File: src/rtl/phf_pkg.sv
// Shared constants, command/status types and state encodings of the palindrome hash query unit.
package phf_pkg;

   // string store geometry
   localparam int MaxLen = 1024;
   localparam int AddrW  = $clog2(MaxLen);
   localparam int PosW   = 11;
   localparam int IdxW   = PosW + 1;
   localparam int CharW  = 8;

   // hash arithmetic
   localparam int HashW = 30;
   localparam int CntW  = $clog2(HashW);
   localparam logic [HashW-1:0] HashMod  = 30'd1000000007;
   localparam logic [HashW-1:0] HashBase = 30'd101;

   // reset length and set opcode
   localparam logic [PosW-1:0] LenReset = PosW'(MaxLen);
   localparam logic            OpcSet   = 1'b0;

   // datapath operations
   typedef enum logic [3:0] {
      OP_NONE,
      OP_LATCH,
      OP_FILL_INIT,
      OP_FILL_WR,
      OP_CLR_WR,
      OP_DIFF,
      OP_MUL,
      OP_SAVE_F,
      OP_SAVE_B,
      OP_SAVE_P,
      OP_WALK,
      OP_CHAR_WR,
      OP_ACC_CLR,
      OP_PUT_MATCH,
      OP_PUT_ZERO
   } phf_op_type;

   // sources for the walk / memory index
   typedef enum logic [2:0] {
      IDX_ONE,
      IDX_L,
      IDX_L_M1,
      IDX_R,
      IDX_R_P1,
      IDX_NL,
      IDX_NR
   } phf_idx_type;

   // multiplier operand selection
   typedef enum logic [1:0] {
      MUL_FILL,
      MUL_SET,
      MUL_FWD,
      MUL_BWD
   } phf_mul_type;

   // what a tree walk step does
   typedef enum logic [1:0] {
      WM_UPD,
      WM_ADD,
      WM_SUB
   } phf_wmode_type;

   // the six tree walks
   typedef enum logic [2:0] {
      WALK_SET_F,
      WALK_SET_B,
      WALK_Q_F_R,
      WALK_Q_F_L,
      WALK_Q_B_L,
      WALK_Q_B_R
   } phf_walk_type;

   // controller states
   typedef enum logic [4:0] {
      ST_FILL_INIT,
      ST_FILL_MUL,
      ST_FILL_WAIT,
      ST_CLR_INIT,
      ST_CLR_WR,
      ST_IDLE,
      ST_DECODE,
      ST_SET_RD,
      ST_SET_DIFF,
      ST_SET_MULF,
      ST_SET_WAITF,
      ST_SET_RDB,
      ST_SET_MULB,
      ST_SET_WAITB,
      ST_SET_CHWR,
      ST_WCHK,
      ST_WSTEP,
      ST_Q_RD1,
      ST_Q_MUL1,
      ST_Q_WAIT1,
      ST_Q_RD2,
      ST_Q_MUL2,
      ST_Q_WAIT2,
      ST_Q_PUT
   } phf_state_type;

   // controller to datapath
   typedef struct packed {
      phf_op_type    op;
      logic          load_idx;
      phf_idx_type   idx_src;
      phf_mul_type   mul_sel;
      logic          tree_bwd;
      logic          walk_up;
      phf_wmode_type walk_mode;
   } phf_cmd_type;

   // datapath to controller
   typedef struct packed {
      logic idx_ok;
      logic sweep_last;
      logic mul_done;
      logic is_set;
      logic set_ok;
      logic qry_ok;
      logic rsp_free;
   } phf_status_type;

endpackage

File: src/rtl/phf_ctrl.sv
// Controller: sequences power fill, store clearing, set updates and range queries.
module phf_ctrl (
   input  logic                    clock,
   input  logic                    reset,
   input  logic                    req_valid,
   output logic                    req_stall,
   input  logic                    csr_wr_en,
   input  phf_pkg::phf_status_type status,
   output phf_pkg::phf_cmd_type    cmd
);

   phf_pkg::phf_state_type state_ff, state_in;
   phf_pkg::phf_walk_type  walk_ff, walk_in;

   always_ff @(posedge clock) begin
      if (reset) begin
         state_ff <= phf_pkg::ST_FILL_INIT;
         walk_ff  <= phf_pkg::WALK_SET_F;
      end else begin
         state_ff <= state_in;
         walk_ff  <= walk_in;
      end
   end

   assign req_stall = (state_ff != phf_pkg::ST_IDLE) || csr_wr_en;

   always_comb begin
      state_in      = state_ff;
      walk_in       = walk_ff;
      cmd.op        = phf_pkg::OP_NONE;
      cmd.load_idx  = 1'b0;
      cmd.idx_src   = phf_pkg::IDX_ONE;
      cmd.mul_sel   = phf_pkg::MUL_FILL;
      cmd.tree_bwd  = 1'b0;
      cmd.walk_up   = 1'b0;
      cmd.walk_mode = phf_pkg::WM_UPD;

      // walk attributes
      cmd.tree_bwd = (walk_ff inside {phf_pkg::WALK_SET_B, phf_pkg::WALK_Q_B_L,
                                      phf_pkg::WALK_Q_B_R});
      cmd.walk_up  = (walk_ff inside {phf_pkg::WALK_SET_F, phf_pkg::WALK_Q_B_L,
                                      phf_pkg::WALK_Q_B_R});
      case (walk_ff)
         phf_pkg::WALK_Q_F_R, phf_pkg::WALK_Q_B_L: cmd.walk_mode = phf_pkg::WM_ADD;
         phf_pkg::WALK_Q_F_L, phf_pkg::WALK_Q_B_R: cmd.walk_mode = phf_pkg::WM_SUB;
         default:                                  cmd.walk_mode = phf_pkg::WM_UPD;
      endcase

      case (state_ff)
         // power table fill with store clear after reset
         phf_pkg::ST_FILL_INIT: begin
            cmd.op   = phf_pkg::OP_FILL_INIT;
            state_in = phf_pkg::ST_FILL_MUL;
         end
         phf_pkg::ST_FILL_MUL: begin
            cmd.op      = phf_pkg::OP_MUL;
            cmd.mul_sel = phf_pkg::MUL_FILL;
            state_in    = phf_pkg::ST_FILL_WAIT;
         end
         phf_pkg::ST_FILL_WAIT: begin
            if (status.mul_done) begin
               cmd.op   = phf_pkg::OP_FILL_WR;
               state_in = status.sweep_last ? phf_pkg::ST_IDLE : phf_pkg::ST_FILL_MUL;
            end
         end

         // store clear after a length write
         phf_pkg::ST_CLR_INIT: begin
            cmd.load_idx = 1'b1;
            cmd.idx_src  = phf_pkg::IDX_ONE;
            state_in     = phf_pkg::ST_CLR_WR;
         end
         phf_pkg::ST_CLR_WR: begin
            cmd.op = phf_pkg::OP_CLR_WR;
            if (status.sweep_last) begin
               state_in = phf_pkg::ST_IDLE;
            end
         end

         phf_pkg::ST_IDLE: begin
            if (csr_wr_en) begin
               state_in = phf_pkg::ST_CLR_INIT;
            end else if (req_valid) begin
               cmd.op   = phf_pkg::OP_LATCH;
               state_in = phf_pkg::ST_DECODE;
            end
         end

         phf_pkg::ST_DECODE: begin
            if (status.is_set) begin
               if (status.set_ok) begin
                  cmd.load_idx = 1'b1;
                  cmd.idx_src  = phf_pkg::IDX_L;
                  state_in     = phf_pkg::ST_SET_RD;
               end else begin
                  state_in = phf_pkg::ST_IDLE;
               end
            end else if (status.qry_ok) begin
               cmd.op       = phf_pkg::OP_ACC_CLR;
               cmd.load_idx = 1'b1;
               cmd.idx_src  = phf_pkg::IDX_R;
               walk_in      = phf_pkg::WALK_Q_F_R;
               state_in     = phf_pkg::ST_WCHK;
            end else if (status.rsp_free) begin
               cmd.op   = phf_pkg::OP_PUT_ZERO;
               state_in = phf_pkg::ST_IDLE;
            end
         end

         // set: weighted deltas for both trees
         phf_pkg::ST_SET_RD:   state_in = phf_pkg::ST_SET_DIFF;
         phf_pkg::ST_SET_DIFF: begin
            cmd.op   = phf_pkg::OP_DIFF;
            state_in = phf_pkg::ST_SET_MULF;
         end
         phf_pkg::ST_SET_MULF: begin
            cmd.op      = phf_pkg::OP_MUL;
            cmd.mul_sel = phf_pkg::MUL_SET;
            state_in    = phf_pkg::ST_SET_WAITF;
         end
         phf_pkg::ST_SET_WAITF: begin
            if (status.mul_done) begin
               cmd.op       = phf_pkg::OP_SAVE_F;
               cmd.load_idx = 1'b1;
               cmd.idx_src  = phf_pkg::IDX_NL;
               state_in     = phf_pkg::ST_SET_RDB;
            end
         end
         phf_pkg::ST_SET_RDB:  state_in = phf_pkg::ST_SET_MULB;
         phf_pkg::ST_SET_MULB: begin
            cmd.op      = phf_pkg::OP_MUL;
            cmd.mul_sel = phf_pkg::MUL_SET;
            state_in    = phf_pkg::ST_SET_WAITB;
         end
         phf_pkg::ST_SET_WAITB: begin
            if (status.mul_done) begin
               cmd.op       = phf_pkg::OP_SAVE_B;
               cmd.load_idx = 1'b1;
               cmd.idx_src  = phf_pkg::IDX_L;
               walk_in      = phf_pkg::WALK_SET_F;
               state_in     = phf_pkg::ST_WCHK;
            end
         end
         phf_pkg::ST_SET_CHWR: begin
            cmd.op   = phf_pkg::OP_CHAR_WR;
            state_in = phf_pkg::ST_IDLE;
         end

         // tree walks: check index, then one update or accumulate step
         phf_pkg::ST_WCHK: begin
            if (status.idx_ok) begin
               state_in = phf_pkg::ST_WSTEP;
            end else begin
               cmd.load_idx = 1'b1;
               case (walk_ff)
                  phf_pkg::WALK_SET_F: begin
                     cmd.idx_src = phf_pkg::IDX_L;
                     walk_in     = phf_pkg::WALK_SET_B;
                  end
                  phf_pkg::WALK_SET_B: begin
                     cmd.idx_src = phf_pkg::IDX_L;
                     state_in    = phf_pkg::ST_SET_CHWR;
                  end
                  phf_pkg::WALK_Q_F_R: begin
                     cmd.idx_src = phf_pkg::IDX_L_M1;
                     walk_in     = phf_pkg::WALK_Q_F_L;
                  end
                  phf_pkg::WALK_Q_F_L: begin
                     cmd.idx_src = phf_pkg::IDX_L;
                     walk_in     = phf_pkg::WALK_Q_B_L;
                  end
                  phf_pkg::WALK_Q_B_L: begin
                     cmd.idx_src = phf_pkg::IDX_R_P1;
                     walk_in     = phf_pkg::WALK_Q_B_R;
                  end
                  default: begin
                     cmd.idx_src = phf_pkg::IDX_NR;
                     state_in    = phf_pkg::ST_Q_RD1;
                  end
               endcase
            end
         end
         phf_pkg::ST_WSTEP: begin
            cmd.op   = phf_pkg::OP_WALK;
            state_in = phf_pkg::ST_WCHK;
         end

         // query: cross-multiply sums by the opposite powers and compare
         phf_pkg::ST_Q_RD1:  state_in = phf_pkg::ST_Q_MUL1;
         phf_pkg::ST_Q_MUL1: begin
            cmd.op      = phf_pkg::OP_MUL;
            cmd.mul_sel = phf_pkg::MUL_FWD;
            state_in    = phf_pkg::ST_Q_WAIT1;
         end
         phf_pkg::ST_Q_WAIT1: begin
            if (status.mul_done) begin
               cmd.op       = phf_pkg::OP_SAVE_P;
               cmd.load_idx = 1'b1;
               cmd.idx_src  = phf_pkg::IDX_L;
               state_in     = phf_pkg::ST_Q_RD2;
            end
         end
         phf_pkg::ST_Q_RD2:  state_in = phf_pkg::ST_Q_MUL2;
         phf_pkg::ST_Q_MUL2: begin
            cmd.op      = phf_pkg::OP_MUL;
            cmd.mul_sel = phf_pkg::MUL_BWD;
            state_in    = phf_pkg::ST_Q_WAIT2;
         end
         phf_pkg::ST_Q_WAIT2: begin
            if (status.mul_done) begin
               state_in = phf_pkg::ST_Q_PUT;
            end
         end
         phf_pkg::ST_Q_PUT: begin
            if (status.rsp_free) begin
               cmd.op   = phf_pkg::OP_PUT_MATCH;
               state_in = phf_pkg::ST_IDLE;
            end
         end

         default: state_in = phf_pkg::ST_IDLE;
      endcase
   end

endmodule
File: config.mk
export PLATFORM = sky130hd
export DESIGN_NAME = phf_ctrl
export DESIGN_NICKNAME = d
export VERILOG_FILES = /design/src/rtl/phf_pkg.sv /design/src/rtl/phf_ctrl.sv
export SDC_FILE = /design/constraint.sdc
export NUM_CORES = 1
export LEC_CHECK = 0
export BUFFER_PORTS_ARGS = -buffer_cell sky130_fd_sc_hd__buf_2
export CAP_MARGIN = 20
export CORE_UTILIZATION = 50
export DETAILED_ROUTE_END_ITERATION = 6
export GPL_TIMING_DRIVEN = 0
export PLACE_DENSITY = 0.81
export SLEW_MARGIN = 0
export SYNTH_ARGS = -nofsm -noshare
export SYNTH_HDL_FRONTEND = slang
export SYNTH_SLANG_ARGS = --single-unit
File: constraint.sdc
create_clock -name clock -period 3.25 [get_ports clock]
set_clock_uncertainty 0.05 [all_clocks]
set_input_delay 0.4875 -clock clock [delete_from_list [all_inputs] [get_ports clock]]
set_output_delay 0.4875 -clock clock [all_outputs]
set_load 0.01 [all_outputs]
==> results of run 1 <==
-- power by group through the flow --
stage / Clock (mW) / Combinational [mW] / Sequential [mW]
floorplan: 0 / 0.432 / 0.141
detailed placement: 0 / 0.589 / 0.154
global route: 0.0781 / 0.664 / 0.158
finish: 0.0713 / 0.610 / 0.155
CTS: 0.0716 / 0.592 / 0.152
global placement: 0 / 0.584 / 0.154
-- critical path, stage by stage, from the launching register on --
cell	delay, ps
dfxtp_1	540
clkbuf_1	380
clkbuf_1	420
o211ai_1	180
a21oi_1	210
a21oi_1	70
o221ai_1	170
buf_2	160
-- layer usage --
layer	vias to the layer above	global-route usage (%)	wire, um
met1	693	42.4	1550
li1	731	-	-
met2	106	54.2	1830
met5	-	0	0
met4	0	19.4	147
met3	18	3.94	419
-- flip-flops by register name, summed over array words and instances (netlist names) --
signal / cells
state_ff: 5
walk_ff: 3
-- per-stage QoR --
stage / util (%) / worst slack (ps) / area, sq um / hold WS, ps / total power, mW
2_1_floorplan: - / 1150 / 1180 / 573 / 0.573
3_3_place_gp: 60.2 / 743 / 1330 / 612 / 0.738
3_5_place_dp: 60.2 / 678 / 1330 / 657 / 0.743
4_1_cts: 61.2 / 415 / 1350 / 531 / 0.816
5_1_grt: 61.2 / 270 / 1350 / 563 / 0.900
6_report: 61.2 / 343 / 1350 / 541 / 0.836
-- synth_stat cells (5+ instances only) --
library cell / instances / area, sq um
nor3_1: 5 / 25.0
a21oi_1: 19 / 95.1
inv_1: 5 / 18.8
nand2b_1: 5 / 31.3
a311oi_1: 6 / 52.6
nor2b_1: 7 / 43.8
clkbuf_1: 8 / 30.0
nand2_1: 18 / 67.6
nand3_1: 5 / 25.0
dfxtp_1: 8 / 160
o21ai_0: 9 / 45.0
nor2_1: 17 / 63.8
-- cells in the final DEF (no fill, tap or decap), types with 3 or more instances in the layout --
cell type | netlist | layout
buf_1 | 4 | 4
a21oi_1 | 19 | 19
inv_1 | 5 | 5
o31ai_1 | 4 | 4
o211ai_1 | 4 | 4
a32oi_1 | 3 | 3
nor2b_1 | 7 | 7
nand3_1 | 5 | 5
buf_2 | 2 | 26
nor2_1 | 17 | 17
nand2b_1 | 5 | 5
dfxtp_1 | 8 | 8
nand2_1 | 18 | 18
or3_1 | 3 | 3
o21ai_0 | 9 | 9
a21o_1 | 4 | 4
clkbuf_1 | 8 | 8
clkbuf_4 | 0 | 3
a311oi_1 | 6 | 6
a211oi_1 | 3 | 3
xor2_1 | 3 | 3
nor3_1 | 5 | 5
-- layout make-up --
| type | instances | area (sq um) |
|---|---|---|
| multi-input combinational | 149 | 927 |
| fill | 220 | 858 |
| sequential | 8 | 160 |
| timing repair buffer | 24 | 120 |
| buffer | 15 | 66.3 |
| tap | 28 | 35.0 |
| clock buffer | 3 | 22.5 |
| inverter | 6 | 22.5 |
-- logic make-up after synthesis --
logic type,Yosys count,share of synthesized area (%)
AO/OA/AOI/OAI,65,38.2
flip-flops,8,13.6
XOR/XNOR,3,2.23
buffers and inverters,21,7.55
multiplexers,2,1.70
AND/OR/NAND/NOR,79,36.7
-- worst min-delay path by stage --
stage	startpoint	endpoint	slack (ps)
2_1_floorplan	walk_ff[0]$_SDFFE_PP0P_	walk_ff[0]$_SDFFE_PP0P_	570
3_3_place_gp	walk_ff[0]$_SDFFE_PP0P_	walk_ff[0]$_SDFFE_PP0P_	610
3_5_place_dp	walk_ff[0]$_SDFFE_PP0P_	walk_ff[0]$_SDFFE_PP0P_	660
4_1_cts	reset	state_ff[4]$_SDFFE_PP0P_	530
5_1_grt	reset	state_ff[4]$_SDFFE_PP0P_	560
6_report	reset	state_ff[4]$_SDFFE_PP0P_	540
==> flow_summary.toml, run 1 <==
[die]
die_w_um = 50.5
start_util_pct = 53.2
die_area_sq_mm = 0.00255
fp-row-count = 17
core_area_sq_mm = 0.00221
die_y_um = 50.5
io_pins = 26

[global_route]
grt_pass1_wl_mm = 6.57
grt_pass1_vias = 1440
grt_remaining_overflow = 0
grt_max_degree = 11
antenna_found_initial = 0
grt_usage_pct = 33.5

[layout]
antennaDiodeCount = 0
stdcell_count = 233
drive_gt1_share_pct = 19.0
area_growth_pct = 15.1
final_nets = 218

[cts]
clock-root-buffer = "clkbuf_4"
clkLatencyLatePin_ps = 240
postCtsResizedCells = 0
cts-htree-levels = 1
cts.sinks = 8
clk_pin_slew_ps = 50
cts_tree = "done"
postCtsHoldBufs = 0
postCtsSetupRepairBufs = 0
clk_path_buf_depth = 2
cts_buffers = 3

[timing]
setup_tns_ps = 0
rsz0062_at_grt = "false"
finalCritPeriodShare_pct = 89.5
period_minus_slack_ps = 2910
slew_violations = 0
setup_viol = 0
hold_violations = 0
max_slew_margin_pct = 66.3
worst_pin_slew_ps = 503
fmax_ghz = 0.344

[hold_path]
hold_path_depth = 2
min_path_type = "input port to register"

[yosys]
synth_edf_count = 0
ys_ff_latch = 8
netlist_area_sq_mm = 0.00118
syn_area_per_cell_sq_um = 6.61
ys.flop_type = "dfxtp_1"
seq_area_frac_synth_pct = 13.6
syn-num-nets = 189
async_flop_share_pct = 0
ys_types = 50
syn_inst = 178
yosysWarnings = 0

[place]
portBuffers = 24
dp_hpwl_mm = 3.02
dp_cells = 230
globalplace.congestion = 0.992

[setup_path]
criticalPathCategory = "register to output port"
end_kind = "output port"
rr_worst_depth = 5
r2r-end = "state_ff[1]$_SDFFE_PP0P_"
cp_max_fo = 10
startpoint = "state_ff[1]$_SDFFE_PP0P_"
crit_required_ps = 2710
ff2ff_setup_slack_ps = 1140
start_kind = "register"
critPathCapture = "cmd[11]"
crit_arrival_ps = 2370
reg2reg_from = "state_ff[1]$_SDFFE_PP0P_"

[detailed_routing]
drt_iter0_drc = 109
wl_per_cell_um = 16.9
route.detailed.drc = 0
vias = 1548
vias_per_cell = 6.64
routed_wl_mm = 3.95
ant_nets = 0
first_pass_iters = 5

[power_and_ir_drop]
p_leak_nw = 0.545
p_sw_share_pct = 55.1
power_density_mw_per_mm2 = 618
intPower_mw = 0.376
pwr-share-comb_pct = 73.0
p_seq_share_pct = 18.5
ir_drop_v = 0.000387
p_clk_share_pct = 8.5
p_switching_mw = 0.461

[flow_run]
cap_violations = 0

[outcome]
status = "finished clean"
No activity file was read; power rests on OpenSTA's default activity.
==> run 2, diff against run 1 <==
==> constraint.sdc (replaced) <==
create_clock -name clock -period 2.7 [get_ports clock]
set_clock_uncertainty 0.05 [all_clocks]
set_input_delay 0.405 -clock clock [delete_from_list [all_inputs] [get_ports clock]]
set_output_delay 0.405 -clock clock [all_outputs]
set_load 0.01 [all_outputs]
==> run 2 against run 1 <==
Compared with the run above:
- via count increased by 0.84%
- sequential power increased by 20%
- sequential share of layout area about the same
- total power increased by 20%
- worst setup slack got worse by 220 ps
- clock-buffer cell count unchanged
- wire length decreased by 0.25%
- sequential cell count unchanged
- clock power increased by 18%
==> flow_summary.toml, run 2 (same netlist as run 1, synthesis figures left out) <==
[outcome]
status = "finished clean"

[cts]
clock-root-buffer = "clkbuf_4"
clk_path_buf_depth = 2
cts.sinks = 8
postCtsSetupRepairBufs = 0
clk_pin_slew_ps = 50
clkLatencyLatePin_ps = 240
cts-htree-levels = 1
cts_buffers = 3
cts_tree = "done"
postCtsHoldBufs = 0

[hold_path]
min_path_type = "input port to register"
hold_path_depth = 2

[setup_path]
criticalPathCategory = "register to output port"
cp.depth = 8
crit_required_ps = 2250
crit_arrival_ps = 2120
cp_max_fo = 10
critical_path.top_delay_family = "buffers and inverters"
rr_worst_depth = 5
crit_slowest_cell = "clkbuf_1"
critical-path-max-stage-delay_ps = 380
critPathBufInv = 4
crit_chain = "buf_6 -> clkbuf_1 -> clkbuf_2 -> nor2_1 -> nand2_1 -> o21ai_0 -> a221o_1 -> buf_2"
start_kind = "register"
end_kind = "output port"

[layout]
reg_top3 = "state_ff x5, walk_ff x3"
antennaDiodeCount = 0
layout_common_cells = "buf_2, a21oi_1, nand2_1, nor2_1, o21ai_0"
final_nets = 218
final_area_sq_mm = 0.00136
top_register = "state_ff"
largest_register_ffs = 5
final_util_pct = 61.4
layout_commonest_cell = "buf_2"
area_growth_pct = 15.5
drive_gt1_share_pct = 21.0

[place]
place_area_sq_mm = 0.00133
globalplace.congestion = 0.992
dp_hpwl_mm = 3.02
portBuffers = 24
dp_slack_ps = 210

[timing]
finalCritPeriodShare_pct = 95.4
slew_violations = 0
worst_slack_ps = 124
setup_viol = 0
worst_pin_slew_ps = 497
period_minus_slack_ps = 2580
rsz0062_at_grt = "true"
whs_ps = 460
hold_violations = 0
max_slew_margin_pct = 66.7
fmax_ghz = 0.388

[die]
core_area_sq_mm = 0.00221
io_pins = 26
start_util_pct = 53.2
die_w_um = 50.5
fp-row-count = 17
die_y_um = 50.5
die_area_sq_mm = 0.00255

[global_route]
grt_pass1_vias = 1435
grt_usage_pct = 33.5
grt_remaining_overflow = 0
grt_pass1_wl_mm = 6.57
antenna_found_initial = 0
grt_max_degree = 11

[power_and_ir_drop]
ir_drop_v = 0.000465
power_mw = 1.01
p_leak_nw = 0.558
power_density_mw_per_mm2 = 741

[detailed_routing]
ant_nets = 0
route.detailed.drc = 0
vias = 1561
routed_wl_mm = 3.94
vias_per_cell = 6.70
drt_iter0_drc = 94
first_pass_iters = 4
wl_per_cell_um = 16.9

[flow_run]
cap_violations = 0
-- run 2: changes by cell type in the layout (fill, tap and decap cells not counted) --
cell	previous run	this run
clkbuf_1	8	5
clkbuf_2	0	4
buf_1	4	3
-- run 2: final cells by class --
| cell class | count | area (sq um) |
|---|---|---|
| Buffer | 15 | 71.3 |
| Clock buffer | 3 | 22.5 |
| Fill cell | 221 | 853 |
| Inverter | 6 | 22.5 |
| Multi-Input combinational cell | 149 | 927 |
| Sequential cell | 8 | 160 |
| Tap cell | 28 | 35.0 |
| Timing Repair Buffer | 24 | 120 |
-- run 2: worst reg2reg max path: stages (launching register included) --
cell	delay [ps]
dfxtp_1	530
and3b_1	280
nand3_1	280
nor3_1	410
a211oi_1	100
a311oi_1	290
-- run 2: metal layers --
layer,GRT usage (%),share of wire [%],wire (um),vias to the layer above
met4,19.4,2.9,113,0
met2,54.2,47,1860,119
met3,3.64,10,412,14
met5,0,0,0,-
met1,42.5,39,1550,697
li1,-,-,-,731
-- run 2: power by group --
group | total, mW | internal (mW) | leakage [nW] | switching (mW)
Combinational | 0.736 | 0.262 | 0.479 | 0.474
Sequential | 0.186 | 0.144 | 0.0652 | 0.0427
Clock | 0.0843 | 0.0504 | 0.0138 | 0.0339
Total | 1.01 | 0.456 | 0.558 | 0.551
-- run 2: worst paths after layout --
| path | from | to | slack (ps) |
|---|---|---|---|
| max | state_ff[4]$_SDFFE_PP0P_ | cmd[10] | 120 |
| min reg2reg | walk_ff[0]$_SDFFE_PP0P_ | walk_ff[0]$_SDFFE_PP0P_ | 660 |
| max reg2reg | state_ff[1]$_SDFFE_PP0P_ | state_ff[1]$_SDFFE_PP0P_ | 660 |
| min | reset | state_ff[4]$_SDFFE_PP0P_ | 460 |
-- run 2: what timing repair did --
item,CTS,global route
resized for setup,1,5
cloned,0,0
setup endpoints to repair,2,2
pin swaps,0,0
-- run 2: metrics by stage --
step | TNS, ps | cells
global route | -6.00 | 233
CTS | 0 | 233
finish | 0 | 233
detailed placement | 0 | 230
floorplan | 0 | 178
global placement | 0 | 230
==> run 3, diff against run 2 <==
--- a/config.mk
+++ b/config.mk
@@ -7,10 +7,11 @@
 export LEC_CHECK = 0
 export BUFFER_PORTS_ARGS = -buffer_cell sky130_fd_sc_hd__buf_2
 export CAP_MARGIN = 20
+export CORE_MARGIN = 5
 export CORE_UTILIZATION = 50
 export DETAILED_ROUTE_END_ITERATION = 6
 export GPL_TIMING_DRIVEN = 0
-export PLACE_DENSITY = 0.81
+export PLACE_DENSITY = 0.84
 export SLEW_MARGIN = 0
 export SYNTH_ARGS = -nofsm -noshare
 export SYNTH_HDL_FRONTEND = slang
==> run 3 against run 2 <==
Compared with the run above:
- critical path depth shrank 2
- cell count shrank 0.43%
- sequential cell count is the same
- maximum frequency shrank 0.41%
- highest routed layer unchanged
- utilization shrank 0.75 points
- sequential share of layout area is essentially flat
- critical path type unchanged
- register-to-register slack is essentially flat
- cell area shrank 0.28%
- largest power group unchanged
- total power shrank 0.34%
==> flow_summary.toml, run 3 (same netlist as run 1, synthesis figures left out) <==
[setup_path]
rr_worst_depth = 5
start_kind = "register"
startpoint = "state_ff[2]$_SDFFE_PP0P_"
crit_slowest_cell = "dfxtp_1"
end_kind = "output port"
ff2ff_setup_slack_ps = 660
r2r-end = "state_ff[3]$_SDFFE_PP0P_"
critPathCapture = "cmd[10]"
criticalPathCategory = "register to output port"
crit_arrival_ps = 2130
critical-path-max-stage-delay_ps = 420
crit_chain = "buf_2 -> buf_1 -> nand2_1 -> o31ai_1 -> a221o_1 -> buf_2"
cp_max_fo = 10
critPathMostFrequentCell = "buf_2"
crit_required_ps = 2250
reg2reg_from = "state_ff[3]$_SDFFE_PP0P_"

[global_route]
grt_remaining_overflow = 0
grt_usage_pct = 22.3
grt_pass1_vias = 1337
antenna_found_initial = 0
grt_max_degree = 11
grt_pass1_wl_mm = 6.17

[detailed_routing]
vias_per_cell = 6.59
route.detailed.drc = 0
vias = 1529
routed_wl_mm = 3.66
ant_nets = 0
wl_per_cell_um = 15.8
first_pass_iters = 4
drt_iter0_drc = 123

[layout]
layout_common_cells = "buf_2, a21oi_1, nand2_1, nor2_1, o21ai_0"
largest_register_ffs = 5
multi_input_area_sq_um = 927
final_util_pct = 60.7
layout_commonest_cell = "buf_2"
fillerInstances = 236
final-seq-area_sq_um = 160
top_register = "state_ff"
reg_top3 = "state_ff x5, walk_ff x3"
final_nets = 217
antennaDiodeCount = 0
area_growth_pct = 15.2
final_area_sq_mm = 0.00136
drive_gt1_share_pct = 21.1

[place]
dp_hpwl_mm = 2.86
place_area_sq_mm = 0.00133
globalplace.congestion = 0.994
portBuffers = 24

[cts]
clock-root-buffer = "clkbuf_4"
clk_path_buf_depth = 2
cts-htree-levels = 1
clkLatencyLatePin_ps = 250
postCtsHoldBufs = 0
clk_pin_slew_ps = 50
cts_tree = "done"
cts_buffers = 3
cts.sinks = 8

[timing]
period_minus_slack_ps = 2590
setup_viol = 0
fmax_ghz = 0.387
rsz0062_at_grt = "false"
slew_violations = 0
hold_violations = 0
max_slew_margin_pct = 65.9
worst_pin_slew_ps = 509
finalCritPeriodShare_pct = 95.8
setup_tns_ps = 0

[hold_path]
min_path_type = "input port to register"
hold_start = "reset"

[die]
core_area_sq_mm = 0.00223
io_pins = 26
die_w_um = 58.5
die_y_um = 58.5
start_util_pct = 52.7
die_area_sq_mm = 0.00342
fp-row-count = 17

[power_and_ir_drop]
p_seq_share_pct = 18.1
pwr-share-comb_pct = 73.2
intPower_mw = 0.456
p_sw_share_pct = 54.5
power_density_mw_per_mm2 = 741
power_mw = 1.00
p_leak_nw = 0.557
ir_drop_v = 0.000468
p_clk_share_pct = 8.7
p_switching_mw = 0.547

[outcome]
status = "finished clean"

[flow_run]
cap_violations = 0
## run 3: through the flow
stage	instances	hold slack [ps]	setup WS, ps
2_1_floorplan	178	573	679
3_3_place_gp	230	634	286
3_5_place_dp	230	642	269
4_1_cts	233	426	7.11
5_1_grt	232	460	31.9
6_report	232	427	113
## run 3: how the worst min path moves through the flow
stage	to	slack [ps]	cells after the start
2_1_floorplan	walk_ff[0]$_SDFFE_PP0P_	570	3
3_3_place_gp	walk_ff[0]$_SDFFE_PP0P_	630	3
3_5_place_dp	walk_ff[0]$_SDFFE_PP0P_	640	3
4_1_cts	state_ff[4]$_SDFFE_PP0P_	430	2
5_1_grt	state_ff[4]$_SDFFE_PP0P_	460	2
6_report	state_ff[4]$_SDFFE_PP0P_	430	2
## run 3: routing by layer
layer | vias up | wire (um) | track usage, %
met5 | - | 0 | 0
met4 | 0 | 70 | 5.30
met3 | 10 | 469 | 5.92
li1 | 723 | - | -
met2 | 114 | 1630 | 34.1
met1 | 682 | 1490 | 30.9
## run 3: what timing repair did
item                       CTS  global route
buffers inserted             0             0
resized for setup            0             7
setup endpoints to repair    0             4
## run 3: final cells by class
class | count | area share (%)
Buffer | 14 | 4.99
Timing Repair Buffer | 24 | 8.86
Multi-Input combinational cell | 149 | 68.4
Sequential cell | 8 | 11.8
Tap cell | 28 | 2.59
Clock buffer | 3 | 1.66
Inverter | 6 | 1.66
## run 3: critical path: cells and delay by family, from the launching register on
kind / cells / cell delay, ps
AO/OA/AOI/OAI: 2 / 590
buffers and inverters: 3 / 750
flip-flops: 1 / 420
AND/OR/NAND/NOR: 1 / 120
## run 3: power groups by stage
| stage | clock network [mW] | registers, mW | logic (mW) |
|---|---|---|---|
| 2_1_floorplan | 0 | 0.170 | 0.520 |
| 3_3_place_gp | 0 | 0.182 | 0.707 |
| 3_5_place_dp | 0 | 0.183 | 0.705 |
| 4_1_cts | 0.0913 | 0.180 | 0.710 |
| 5_1_grt | 0.0989 | 0.186 | 0.796 |
| 6_report | 0.0868 | 0.182 | 0.735 |
